$ cat src/sv/quadrature_pid_position_drive_defines.svh
// Assertion macros for the quadrature PID position drive.
`ifndef QUADRATURE_PID_POSITION_DRIVE_DEFINES_SVH
`define QUADRATURE_PID_POSITION_DRIVE_DEFINES_SVH

// Same-cycle implication, sampled on clk, off during rst.
`define QPPD_IMPLIES(label, cond, prop, msg) \
  label: assert property (@(posedge clk) disable iff (rst) (cond) |-> (prop)) else $error(msg);

// Next-cycle implication, sampled on clk, off during rst.
`define QPPD_IMPLIES_NEXT(label, cond, prop, msg) \
  label: assert property (@(posedge clk) disable iff (rst) (cond) |=> (prop)) else $error(msg);

`endif

$ cat src/sv/qppd_pkg.sv
// Shared types and constants for the quadrature PID position drive.
package qppd_pkg;

  localparam int POSITION_W    = 24;
  localparam int ERROR_W       = 25;
  localparam int GAIN_W        = 32;
  localparam int DUTY_W        = 10;
  localparam int TICK_W        = 16;
  localparam int SUM_W         = 48;
  localparam int ACC_W         = 48;
  localparam int FRACTION_BITS = 16;
  localparam int PROD_W        = GAIN_W + ERROR_W;
  localparam int WEIGHT_W      = TICK_W + ERROR_W;
  localparam int TOTAL_W       = PROD_W + 3;
  localparam int WHOLE_W       = ACC_W - FRACTION_BITS;
  localparam int CFG_DATA_W    = 32;
  localparam int CFG_INDEX_W   = 3;

  localparam logic signed [POSITION_W-1:0] REFERENCE_RESET = 24'sd1736;
  localparam logic signed [GAIN_W-1:0]     GAIN_NOW_RESET   = 32'sd362411;
  localparam logic signed [GAIN_W-1:0]     GAIN_PREV_RESET  = -32'sd422813;
  localparam logic signed [GAIN_W-1:0]     GAIN_PREV2_RESET = 32'sd60403;
  localparam logic [DUTY_W-1:0]            PWM_RANGE_RESET  = 10'd100;
  localparam logic [TICK_W-1:0]            RUN_TICKS_RESET  = 16'd1000;

  typedef enum logic [1:0] {
    OP_EDGE_A = 2'd0,
    OP_EDGE_B = 2'd1,
    OP_TICK   = 2'd2
  } op_t;

  typedef enum logic [CFG_INDEX_W-1:0] {
    REG_REFERENCE  = 3'd0,
    REG_GAIN_NOW   = 3'd1,
    REG_GAIN_PREV  = 3'd2,
    REG_GAIN_PREV2 = 3'd3,
    REG_PWM_RANGE  = 3'd4,
    REG_RUN_TICKS  = 3'd5
  } cfg_reg_t;

  typedef struct packed {
    logic [1:0] op;
    logic       level_a;
    logic       level_b;
  } item_t;

  typedef struct packed {
    logic [1:0]                   op;
    logic signed [POSITION_W-1:0] position;
    logic signed [ERROR_W-1:0]    error;
    logic signed [PROD_W-1:0]     p_now;
    logic signed [PROD_W-1:0]     p_prev;
    logic signed [PROD_W-1:0]     p_prev2;
    logic [WEIGHT_W-1:0]          weight;
  } prod_t;

  typedef struct packed {
    logic signed [ERROR_W-1:0] last_error;
    logic signed [ERROR_W-1:0] older_error;
    logic [TICK_W-1:0]         tick_index;
  } hist_t;

  typedef struct packed {
    logic signed [POSITION_W-1:0] position;
    logic signed [ERROR_W-1:0]    error;
    logic [DUTY_W-1:0]            forward_duty;
    logic [DUTY_W-1:0]            reverse_duty;
    logic [SUM_W-1:0]             weighted_error_sum;
    logic                         finished;
  } result_t;

endpackage

$ cat src/sv/qppd_loop.sv
// Drive accumulator, duty selection, run length and weighted error sum.
module qppd_loop (
  input  logic                             clk,
  input  logic                             rst,
  input  logic                             en,
  input  logic                             valid,
  input  qppd_pkg::prod_t                  prod,
  input  logic [qppd_pkg::DUTY_W-1:0]      pwm_range,
  input  logic [qppd_pkg::TICK_W-1:0]      run_ticks,
  output qppd_pkg::hist_t                  hist,
  output qppd_pkg::result_t                result
);

  logic signed [qppd_pkg::ACC_W-1:0]   acc;
  logic signed [qppd_pkg::ACC_W-1:0]   acc_next;
  logic signed [qppd_pkg::ERROR_W-1:0] last_error;
  logic signed [qppd_pkg::ERROR_W-1:0] older_error;
  logic [qppd_pkg::TICK_W-1:0]         tick_index;
  logic [qppd_pkg::SUM_W-1:0]          error_sum;
  logic [qppd_pkg::SUM_W-1:0]          error_sum_next;
  logic [qppd_pkg::DUTY_W-1:0]         held_forward;
  logic [qppd_pkg::DUTY_W-1:0]         held_reverse;
  logic [qppd_pkg::DUTY_W-1:0]         held_forward_next;
  logic [qppd_pkg::DUTY_W-1:0]         held_reverse_next;

  logic                                over;
  logic                                take;
  logic signed [qppd_pkg::TOTAL_W-1:0] total;
  logic                                fits;
  logic signed [qppd_pkg::ACC_W-1:0]   acc_sat;
  logic [qppd_pkg::ACC_W-1:0]          acc_mag;
  logic [qppd_pkg::WHOLE_W-1:0]        whole;
  logic                                err_pos;
  logic [qppd_pkg::WHOLE_W-1:0]        duty_raw;
  logic [qppd_pkg::DUTY_W-1:0]         duty;
  logic [qppd_pkg::SUM_W:0]            sum_wide;

  assign over = (tick_index >= run_ticks);
  assign take = valid && (prod.op == qppd_pkg::OP_TICK) && !over;

  assign total = qppd_pkg::TOTAL_W'(acc) + qppd_pkg::TOTAL_W'(prod.p_now)
               + qppd_pkg::TOTAL_W'(prod.p_prev) + qppd_pkg::TOTAL_W'(prod.p_prev2);
  assign fits  = (&total[qppd_pkg::TOTAL_W-1:qppd_pkg::ACC_W-1])
               || !(|total[qppd_pkg::TOTAL_W-1:qppd_pkg::ACC_W-1]);

  always_comb begin
    if (fits) begin
      acc_sat = total[qppd_pkg::ACC_W-1:0];
    end else if (total[qppd_pkg::TOTAL_W-1]) begin
      acc_sat = {1'b1, {(qppd_pkg::ACC_W-1){1'b0}}};
    end else begin
      acc_sat = {1'b0, {(qppd_pkg::ACC_W-1){1'b1}}};
    end
  end

  assign acc_mag = acc_sat[qppd_pkg::ACC_W-1] ? qppd_pkg::ACC_W'(-acc_sat) : acc_sat;
  assign whole   = acc_mag[qppd_pkg::ACC_W-1:qppd_pkg::FRACTION_BITS];
  assign err_pos = !prod.error[qppd_pkg::ERROR_W-1] && (prod.error != '0);

  always_comb begin
    if (err_pos) begin
      duty_raw = acc_sat[qppd_pkg::ACC_W-1] ? '0 : whole;
    end else begin
      duty_raw = acc_sat[qppd_pkg::ACC_W-1] ? whole : '0;
    end
    if (duty_raw > qppd_pkg::WHOLE_W'(pwm_range)) begin
      duty = pwm_range;
    end else begin
      duty = duty_raw[qppd_pkg::DUTY_W-1:0];
    end
  end

  assign sum_wide = {1'b0, error_sum} + (qppd_pkg::SUM_W + 1)'(prod.weight);

  always_comb begin
    held_forward_next = held_forward;
    held_reverse_next = held_reverse;
    acc_next          = acc;
    error_sum_next    = error_sum;
    hist.last_error   = last_error;
    hist.older_error  = older_error;
    hist.tick_index   = tick_index;
    if (valid && over) begin
      held_forward_next = '0;
      held_reverse_next = '0;
    end
    if (take) begin
      acc_next          = acc_sat;
      held_forward_next = err_pos ? duty : '0;
      held_reverse_next = err_pos ? '0 : duty;
      hist.last_error   = prod.error;
      hist.older_error  = last_error;
      hist.tick_index   = tick_index + qppd_pkg::TICK_W'(1);
      error_sum_next    = sum_wide[qppd_pkg::SUM_W] ? '1 : sum_wide[qppd_pkg::SUM_W-1:0];
    end
  end

  always_ff @(posedge clk) begin
    if (rst) begin
      acc          <= '0;
      last_error   <= '0;
      older_error  <= '0;
      tick_index   <= '0;
      error_sum    <= '0;
      held_forward <= '0;
      held_reverse <= '0;
    end else if (en) begin
      acc          <= acc_next;
      last_error   <= hist.last_error;
      older_error  <= hist.older_error;
      tick_index   <= hist.tick_index;
      error_sum    <= error_sum_next;
      held_forward <= held_forward_next;
      held_reverse <= held_reverse_next;
    end
  end

  assign result.position           = prod.position;
  assign result.error              = prod.error;
  assign result.forward_duty       = held_forward_next;
  assign result.reverse_duty       = held_reverse_next;
  assign result.weighted_error_sum = error_sum_next;
  assign result.finished           = over;

endmodule

$ cat config.mk
export PLATFORM = sky130hd
export DESIGN_NAME = qppd_loop
export DESIGN_NICKNAME = d
export VERILOG_FILES = /design/src/sv/quadrature_pid_position_drive_defines.svh /design/src/sv/qppd_pkg.sv /design/src/sv/qppd_loop.sv
export SDC_FILE = /design/constraint.sdc
export NUM_CORES = 1
export LEC_CHECK = 0
export BUFFER_PORTS_ARGS = -buffer_cell sky130_fd_sc_hd__buf_2
export CAP_MARGIN = 30
export CORE_MARGIN = 4
export CORE_UTILIZATION = 45
export DETAILED_ROUTE_END_ITERATION = 12
export PLACE_DENSITY = 0.8
export SETUP_SLACK_MARGIN = 0.4
export SLEW_MARGIN = 15
export SYNTH_ARGS = -nofsm -noshare
export SYNTH_HDL_FRONTEND = slang
export SYNTH_SLANG_ARGS = --single-unit
export TNS_END_PERCENT = 50
$ cat constraint.sdc
create_clock -name clk -period 22.9 [get_ports clk]
set_input_delay 2.29 -clock clk [delete_from_list [all_inputs] [get_ports clk]]
set_output_delay 2.29 -clock clk [all_outputs]
set_load 0.05 [all_outputs]
# Word level (Yosys, flattened, before mapping)
# Index checks and enable logic that the tools add are counted.
# classes
reduce_logical	12
n_eq_ne	1
order_cmp	2
mux	16
addsub	6
# ops
cell	n
$mux 48	5
$mux 32	3
$mux 10	7
$mux 66	1
$add 59x57->60	1
$add 58x57->59	1
$add 48x57->58	1
$add 48x41->49	1
$neg 48->48	1
$gt 32x10->1	1
$reduce_bool 25->1	1
$add 16x1->16 const B	1
$ge 16x16->1	1
$reduce_and 13->1	1
$reduce_or 13->1	1
$logic_and 1x1->1	4
$logic_not 1->1	3
$eq 2x2->1 const B	1
$reduce_and 2->1	1
$logic_or 1x1->1	1
# word_totals
inputBits	293
output_inout_bits	184
elab_cells	44
regBits	182

# Logic depth before layout (Yosys ltp)
# Gate-level depths: netlist of run 1.
# depth
ltp_word	15
mapped_depth	40

# Worst setup path after synthesis of run 1
# OpenSTA, ideal clock, no wires.
# synth_path
kind	input to output
start	input port prod[42] (netlist name)
end	output port result[61] (netlist name)
n_path_buf	3
path_stages	38
t_arrival_ns	10.588
path_slack_ns	10.022
t_required_ns	20.610
cell_sequence	inv_1 fa_1 inv_1 fa_1 ha_1 inv_1 fa_1 nand2b_1 a21oi_1 o211ai_1 a21oi_1 or2_1 a2111oi_0 o41ai_1 nand4_1 nor4_1 and3_1 nor2_1 (+2 left out) ha_1 nor2b_1 o21a_1 o21a_1 o21a_1 o21a_1 o21a_1 o21ai_0 nand2b_1 a21oi_1 nor2b_1 o32ai_1 o221ai_2 buf_4 buf_4 buf_4 o21a_1 o21ai_0
# synth_lines
item	line	source
start: declaration	qppd_loop.sv:7	input qppd_pkg::prod_t prod,
end: declaration	qppd_loop.sv:11	output qppd_pkg::result_t result

==> results by group, run 1 <==
Outcome
  • Status: finished, final reports clean

Logic synthesis
  • Yosys warning total: 0
  • Asr flop ratio synth: 0%
  • Synthesized cell area: 20,700 um^2
  • Top FF cell, synth: dfxtp_1
  • FF+latch count, synth: 182
  • Net Count, Synth: 3,419
  • Sequential share of the synthesized area: 17.6%
  • Syn Inst Count: 2,883
  • Netlist cell types: 91
  • Avg Inst Size Synth: 7.18 um^2
  • Post-synth EDFFs: 0

Global routing
  • Vias in the first global route: 20,000
  • Largest net degree at the start of global routing: 97
  • GRT overflow: 0
  • First-pass GRT wire length: 105,000 um
  • Initial antenna violation count: 2
  • GR Util All Layers: 25.5%

Placement
  • Routability Congestion: 0.963
  • Final HPWL DP: 52,300 um
  • PortBufs: 428
  • Placed inst area: 22,900 um^2

Drt
  • Vias: 21,500
  • First-iteration detailed-routing DRC count: 1,999
  • Routed WL per cell: 17.5 um
  • Routed wire length: 66,200 um
  • Pre-antenna DRT Iters: 6
  • DR DRC count: 0
  • Post-DR vias/cell: 5.69
  • Remaining antenna violation count: 0

Setup path
  • Crit path top cell by count: o21a_1
  • Crit path max fanout: 31
  • Critical path required time: 20.61 ns
  • CP Class: in2out
  • CP max stage delay: 0.68 ns
  • Startpoint types: input pin
  • Crit-path slowest cell: nand2_1
  • Delay-heaviest family, CP: compound AO/OA/AOI/OAI gates
  • Worst Setup End Kind: output port
  • Worst EP arrival: 11.59 ns
  • Buf/Inv on CP: 9

Power and ir drop
  • Clock power share: 19.0%
  • Leak: 11.6 nW
  • Combinational power share: 60.9%
  • Net Sw Frac: 49.6%
  • Int Pwr: 0.000828 W
  • Reg power frac: 20.0%
  • Switching power: 0.000815 W
  • PwrDens: 69.8 nW/um^2
  • Max IR drop VDD: 41.5 uV

Job
  • Max Cap Violations: 0

Floorplanning
  • Die Area: 49,500 um^2
  • IO Count: 477
  • Vert. Die Dim: 222 um
  • Die Width: 222 um
  • Initial cell density of the core: 45.6%
  • Cell Rows: 78
  • Core area: 45,400 um^2

Cells and area
  • Final Cell Area: 23,500 um^2
  • Fill cell count: 4,491
  • Area occupied by multi-input gates: 14,700 um^2
  • Layout cell share with drive strength beyond 1: 16.7%
  • Final Core Density: 51.8%
  • Most common cell after layout, fill and taps aside: nand2_1
  • Commonest cells after routing, fill and taps aside: nand2_1, buf_2, inv_1
  • Area growth from synthesis to layout: 13.7%
  • Fin nets: 3,704
  • FF/Latch Area: 3640 um^2

Timing
  • RSZ-0062 raised after global routing: false
  • FMAX: 72.1 MHz
  • Setup TNS: 0 ns
  • Slew HR: 33.3%
  • Max-slew violation count: 0
  • Final period util: 60.6%
  • Final setup viols: 0
  • Hold Violations, Final: 0
  • Hold slack final: 0.457 ns
  • Final worst path period need: 13.88 ns
  • Clk_skew: 0.0192 ns
  • Tightest Pin Transition: 1.00 ns

Clock tree
  • CTS sink cnt: 182
  • Clock transition at path regs: 0.07 ns
  • Clock root buffer: clkbuf_16
  • Clk buf depth: 2
  • Post-CTS Setup Repair Bufs: 0
  • Hold buffers post-CTS: 0
  • Htree depth: 4
  • Num CTS Buffers: 17
  • Clock Latency Late Sink: 0.48 ns
  • Post-cts sizing count: 0
  • TritonCTS clock tree: built

Worst hold path
  • Worst hold path type: reg2reg
layer usage:
layer  share of wire (%)  track usage [%]  vias up  routed length (um)
met5                   0                0        -                   0
met4                 3.1             7.87        0                2030
met3                 7.8             4.43      144                5140
met2                  46             42.4      963               30700
met1                  43             34.1    10100               28300
li1                    -                -    10400                   -
flip-flops by register name, summed over array words and instances, names as in the netlist:
name and flops:
older_error 25, last_error 25, held_forward 10, tick_index 16, held_reverse 10, error_sum 48
acc 48
final timing paths:
check | startpoint | end | slack, ns | cells past startpoint
hold reg to reg | older_error[20] | older_error[20] | 0.46 | 2
setup reg to reg | acc[47] | held_reverse[4] | 13.78 | 36
hold / removal | older_error[20] | older_error[20] | 0.46 | 2
setup / recovery | prod[42] | result[49] | 9.02 | 41
metrics by stage:
stage          total power [W]  std cells  setup WS, ns
3_5_place_dp           0.00131       3747          8.88
4_1_cts                0.00163       3779          8.84
2_1_floorplan          0.00107       2883         10.02
5_1_grt                0.00175       3781          8.45
3_3_place_gp           0.00130       3745          9.07
6_report               0.00164       3782          9.02
logic make-up (layout without fill, tap and decap cells):
logic type / Yosys count / in the layout / synth area share [%]
and+or+nand+nor: 1015 / 1015 / 22.5
AOI/OAI and AO/OA: 740 / 740 / 24.0
buffers and inverters: 573 / 871 / 11.4
adders and majority gates: 243 / 243 / 18.9
DFF: 182 / 182 / 17.6
xor gates and xnor gates: 112 / 112 / 4.74
muxes: 18 / 18 / 0.907
other: 0 / 1 / 0
cell usage after synthesis, types with 10 or more instances:
cell	n	area share, %
and2_1	29	0.88
a21o_1	71	2.6
nand2_1	445	8.1
dfxtp_1	182	18
a31oi_1	17	0.51
o21ai_0	142	3.4
a31o_2	12	0.51
a311oi_1	10	0.42
a211oi_1	113	4.1
o21bai_1	20	0.73
or3_1	22	0.67
nor3_1	47	1.1
nor2_1	223	4.0
and4_1	11	0.47
nor2b_1	14	0.42
clkbuf_1	119	2.2
ha_1	127	7.7
a21oi_1	180	4.4
fa_1	116	11
o211ai_1	14	0.51
or2_2	10	0.30
inv_1	388	7.0
nor4_1	29	0.88
nand2b_1	23	0.70
xnor2_1	73	3.1
and3_1	36	1.1
a32o_1	10	0.48
mux2i_1	12	0.58
nand4_1	42	1.3
xor2_1	39	1.7
a211o_1	12	0.51
buf_4	53	1.9
nand3_1	50	1.2
o21a_1	35	1.3
power groups by stage:
stage / combinational (W) / clock [W] / sequential [W]
after floorplan: 0.000736 / 0 / 0.000335
after global placement: 0.000969 / 0 / 0.000336
after detailed placement: 0.000973 / 0 / 0.000337
after CTS: 0.000981 / 0.000316 / 0.000329
after global routing: 0.00109 / 0.000331 / 0.000330
final: 0.00100 / 0.000313 / 0.000329
layout make-up:
class | instances | share of cell area (%)
inverters | 388 | 6.19
clock inverters | 15 | 0.686
multi-input cells | 2128 | 62.6
diodes | 1 | 0.0106
repair buffers | 451 | 9.99
well taps | 600 | 3.19
clock buffers | 17 | 1.81
flip-flops and latches | 182 | 15.5
worst register-to-register path, delay by kind of cell, from the launching register on:
kind,cells,cell delay (ns)
AND/OR/NAND/NOR,13,2.87
flip-flops,1,0.58
adder cells (fa/ha/maj),3,1.26
AO/OA/AOI/OAI,13,2.54
buffers and inverters,6,1.42
multiplexers,1,0.35
Note: power is estimated with default switching activity, not from simulation.
==> run 2, diff against run 1 <==
--- a/config.mk
+++ b/config.mk
@@ -5,12 +5,13 @@
 export SDC_FILE = /design/constraint.sdc
 export NUM_CORES = 1
 export LEC_CHECK = 0
+export ABC_AREA = 1
 export BUFFER_PORTS_ARGS = -buffer_cell sky130_fd_sc_hd__buf_2
 export CAP_MARGIN = 30
 export CORE_MARGIN = 4
 export CORE_UTILIZATION = 45
 export DETAILED_ROUTE_END_ITERATION = 12
-export PLACE_DENSITY = 0.8
+export PLACE_DENSITY = 0.79
 export SETUP_SLACK_MARGIN = 0.4
 export SLEW_MARGIN = 15
 export SYNTH_ARGS = -nofsm -noshare
==> constraint.sdc (replaced) <==
create_clock -name clk -period 12.9 [get_ports clk]
set_input_delay 1.29 -clock clk [delete_from_list [all_inputs] [get_ports clk]]
set_output_delay 1.29 -clock clk [all_outputs]
set_load 0.05 [all_outputs]
==> run 2 against run 1 <==
  * Worst setup slack worse by 7.1 ns
  * Register-to-register slack worse by 9.4 ns
  * Highest routed layer is now met5
  * Clock skew is essentially flat
  * Worst hold slack improved by 0.0096 ns
  * Non-clock buffer count decreased by 10
  * Critical endpoint is now result[54]
  * Final cell count rose by 26%
  * Sequential power is 82% higher
==> results by group, run 2 <==
Worst hold path
  • Hold Path Stages: 2
  • Worst hold path type: reg2reg

Setup path
  • CP Class: in2out
  • Crit-path slowest cell: fa_1
  • Reg2Reg Depth: 45
  • CP max stage delay: 0.55 ns
  • Crit path max fanout: 49
  • Crit path top cell by count: nand2_1
  • Worst Setup End Kind: output port
  • Startpoint types: input pin
  • Worst EP arrival: 9.68 ns
  • Critical path required time: 11.61 ns

Floorplanning
  • Die Width: 231 um
  • Die Area: 53,200 um^2
  • Vert. Die Dim: 231 um
  • Initial cell density of the core: 45.6%
  • IO Count: 477
  • Core area: 49,000 um^2
  • Cell Rows: 81

Clock tree
  • Clock Latency Late Sink: 0.50 ns
  • Hold buffers post-CTS: 0
  • Clock transition at path regs: 0.08 ns
  • Htree depth: 4
  • Post-cts sizing count: 0
  • Num CTS Buffers: 17
  • TritonCTS clock tree: built
  • Post-CTS Setup Repair Bufs: 0
  • Clock root buffer: clkbuf_16
  • CTS sink cnt: 182
  • Clk buf depth: 2

Logic synthesis
  • Syn Inst Count: 3,767
  • Sequential share of the synthesized area: 16.3%
  • Post-synth EDFFs: 0
  • Top FF cell, synth: dfxtp_1
  • Avg Inst Size Synth: 5.92 um^2
  • Net Count, Synth: 4,303
  • FF+latch count, synth: 182
  • Top cell type's share of synthesized area: 19.2%
  • Yosys top cell by area: nand2_1
  • Yosys warning total: 0
  • Ranking of synthesized cells by area: nand2_1, dfxtp_1, inv_1
  • Netlist cell types: 50
  • Synthesized cell area: 22,300 um^2
  • Synth top cells by count: nand2_1, inv_1, nor2_1
  • Asr flop ratio synth: 0%
  • Most common cell in the netlist: nand2_1

Timing
  • RSZ-0062 raised after global routing: false
  • Final period util: 85.0%
  • Max-slew violation count: 0
  • FMAX: 91.2 MHz
  • Setup TNS: 0 ns
  • Final worst path period need: 10.97 ns
  • Final setup viols: 0
  • Tightest Pin Transition: 0.982 ns
  • Hold Violations, Final: 0
  • Final WS setup: 1.93 ns
  • Clk_skew: 0.0190 ns
  • Slew HR: 34.5%

Drt
  • Vias: 23,900
  • Routed metal-1 wire length: 31,800 um
  • Post-DR vias/cell: 5.03
  • Routed wl met2: 32,700 um
  • DR top layer: met5
  • Pre-antenna DRT Iters: 6
  • Routed wire length: 72,800 um
  • First-iteration detailed-routing DRC count: 2,136
  • Routed WL per cell: 15.3 um
  • Wire length on met3: 5770 um
  • DR DRC count: 0
  • Remaining antenna violation count: 0

Power and ir drop
  • PwrDens: 127 nW/um^2
  • Leak: 14.8 nW
  • Max IR drop VDD: 130 uV

Placement
  • PortBufs: 428
  • Routability Congestion: 1.00
  • Final HPWL DP: 59,700 um
  • DP Worst Slack: 2.06 ns

Cells and area
  • Commonest cells after routing, fill and taps aside: nand2_1, inv_1, buf_2
  • Fin nets: 4,605
  • Biggest registers after layout: acc x48, error_sum x48
  • Area growth from synthesis to layout: 12.8%
  • Layout cell share with drive strength beyond 1: 14.1%
  • Most common cell after layout, fill and taps aside: nand2_1

Global routing
  • GRT overflow: 0
  • Initial antenna violation count: 6
  • First-pass GRT wire length: 113,000 um
  • Vias in the first global route: 21,600
  • Largest net degree at the start of global routing: 90
  • GR Util All Layers: 26.5%

Outcome
  • Status: finished, final reports clean

Job
  • Max Cap Violations: 0
[run 2: cell types whose count changed after synthesis, moves of 31 or more]
| cell | before | now |
|---|---|---|
| clkbuf_1 | 119 | 75 |
| nor3_1 | 47 | 16 |
| nand2_1 | 445 | 1139 |
| nor2_1 | 223 | 313 |
| a21o_1 | 71 | 4 |
| inv_1 | 388 | 794 |
| nand3_1 | 50 | 218 |
| o21a_1 | 35 | 4 |
| xnor2_1 | 73 | 35 |
| and3_1 | 36 | 1 |
| a211oi_1 | 113 | 19 |
[run 2: cell families (layout without fill, tap and decap cells)]
logic type | after synthesis | count (layout) | share of synthesized area [%]
AND/OR/NAND/NOR | 1787 | 1787 | 33.0
buffers and inverters | 984 | 1299 | 17.8
AO/OA/AOI/OAI | 482 | 482 | 11.9
adder cells (fa/ha/maj) | 243 | 243 | 17.5
flip-flops | 182 | 182 | 16.3
XOR/XNOR | 89 | 89 | 3.49
other | 0 | 3 | 0
[run 2: through the flow]
| stage | instance area (um^2) | cells | utilization, % | total power [W] | hold slack (ns) |
|---|---|---|---|---|---|
| 3_5_place_dp | 24500 | 4714 | 50.1 | 0.00259 | 0.456 |
| 5_1_grt | 25200 | 4749 | 51.4 | 0.00345 | 0.486 |
| 3_3_place_gp | 24500 | 4713 | 50.1 | 0.00259 | 0.452 |
| 4_1_cts | 25200 | 4746 | 51.4 | 0.00317 | 0.469 |
| 6_report | 25200 | 4749 | 51.4 | 0.00319 | 0.466 |
| 2_1_floorplan | 22300 | 3767 | - | 0.00211 | 0.445 |
[run 2: power by group]
part	internal (W)	leakage, nW	switching (W)
combinational	0.000626	13.0	0.00140
sequential	0.000583	1.48	0.0000146
clock	0.000266	0.294	0.000305
total	0.00148	14.8	0.00172
[run 2: worst max-delay path, delay by kind of cell]
| kind | cells | cell delay, ns |
|---|---|---|
| compound gates | 5 | 1.14 |
| buf+inv | 8 | 0.75 |
| fa+ha+maj | 5 | 1.99 |
| simple gates | 31 | 4.48 |
[run 2: area by class of cell]
| class | instances | area [um^2] |
|---|---|---|
| Multi-Input combinational cell | 2601 | 14700 |
| Fill cell | 5118 | 23800 |
| Antenna cell | 3 | 7.51 |
| Timing Repair Buffer | 441 | 2240 |
| Sequential cell | 182 | 3640 |
| Tap cell | 664 | 831 |
| Inverter | 826 | 3100 |
| Clock buffer | 17 | 425 |
| Clock inverter | 15 | 194 |
[run 2: path summary, 6_finish.rpt]
| path | startpoint | endpoint | slack [ns] |
|---|---|---|---|
| setup / recovery | prod[42] | result[54] | 1.93 |
| hold reg to reg | older_error[14] | older_error[14] | 0.47 |
| setup reg to reg | acc[47] | held_reverse[4] | 4.40 |
| hold / removal | older_error[14] | older_error[14] | 0.47 |
[run 2: per-layer routing]
metal	vias to the layer above	GRT usage (%)
met2	905	43.1
met3	138	3.68
met1	10700	36.3
met5	-	0
met4	4	9.43
li1	12100	-
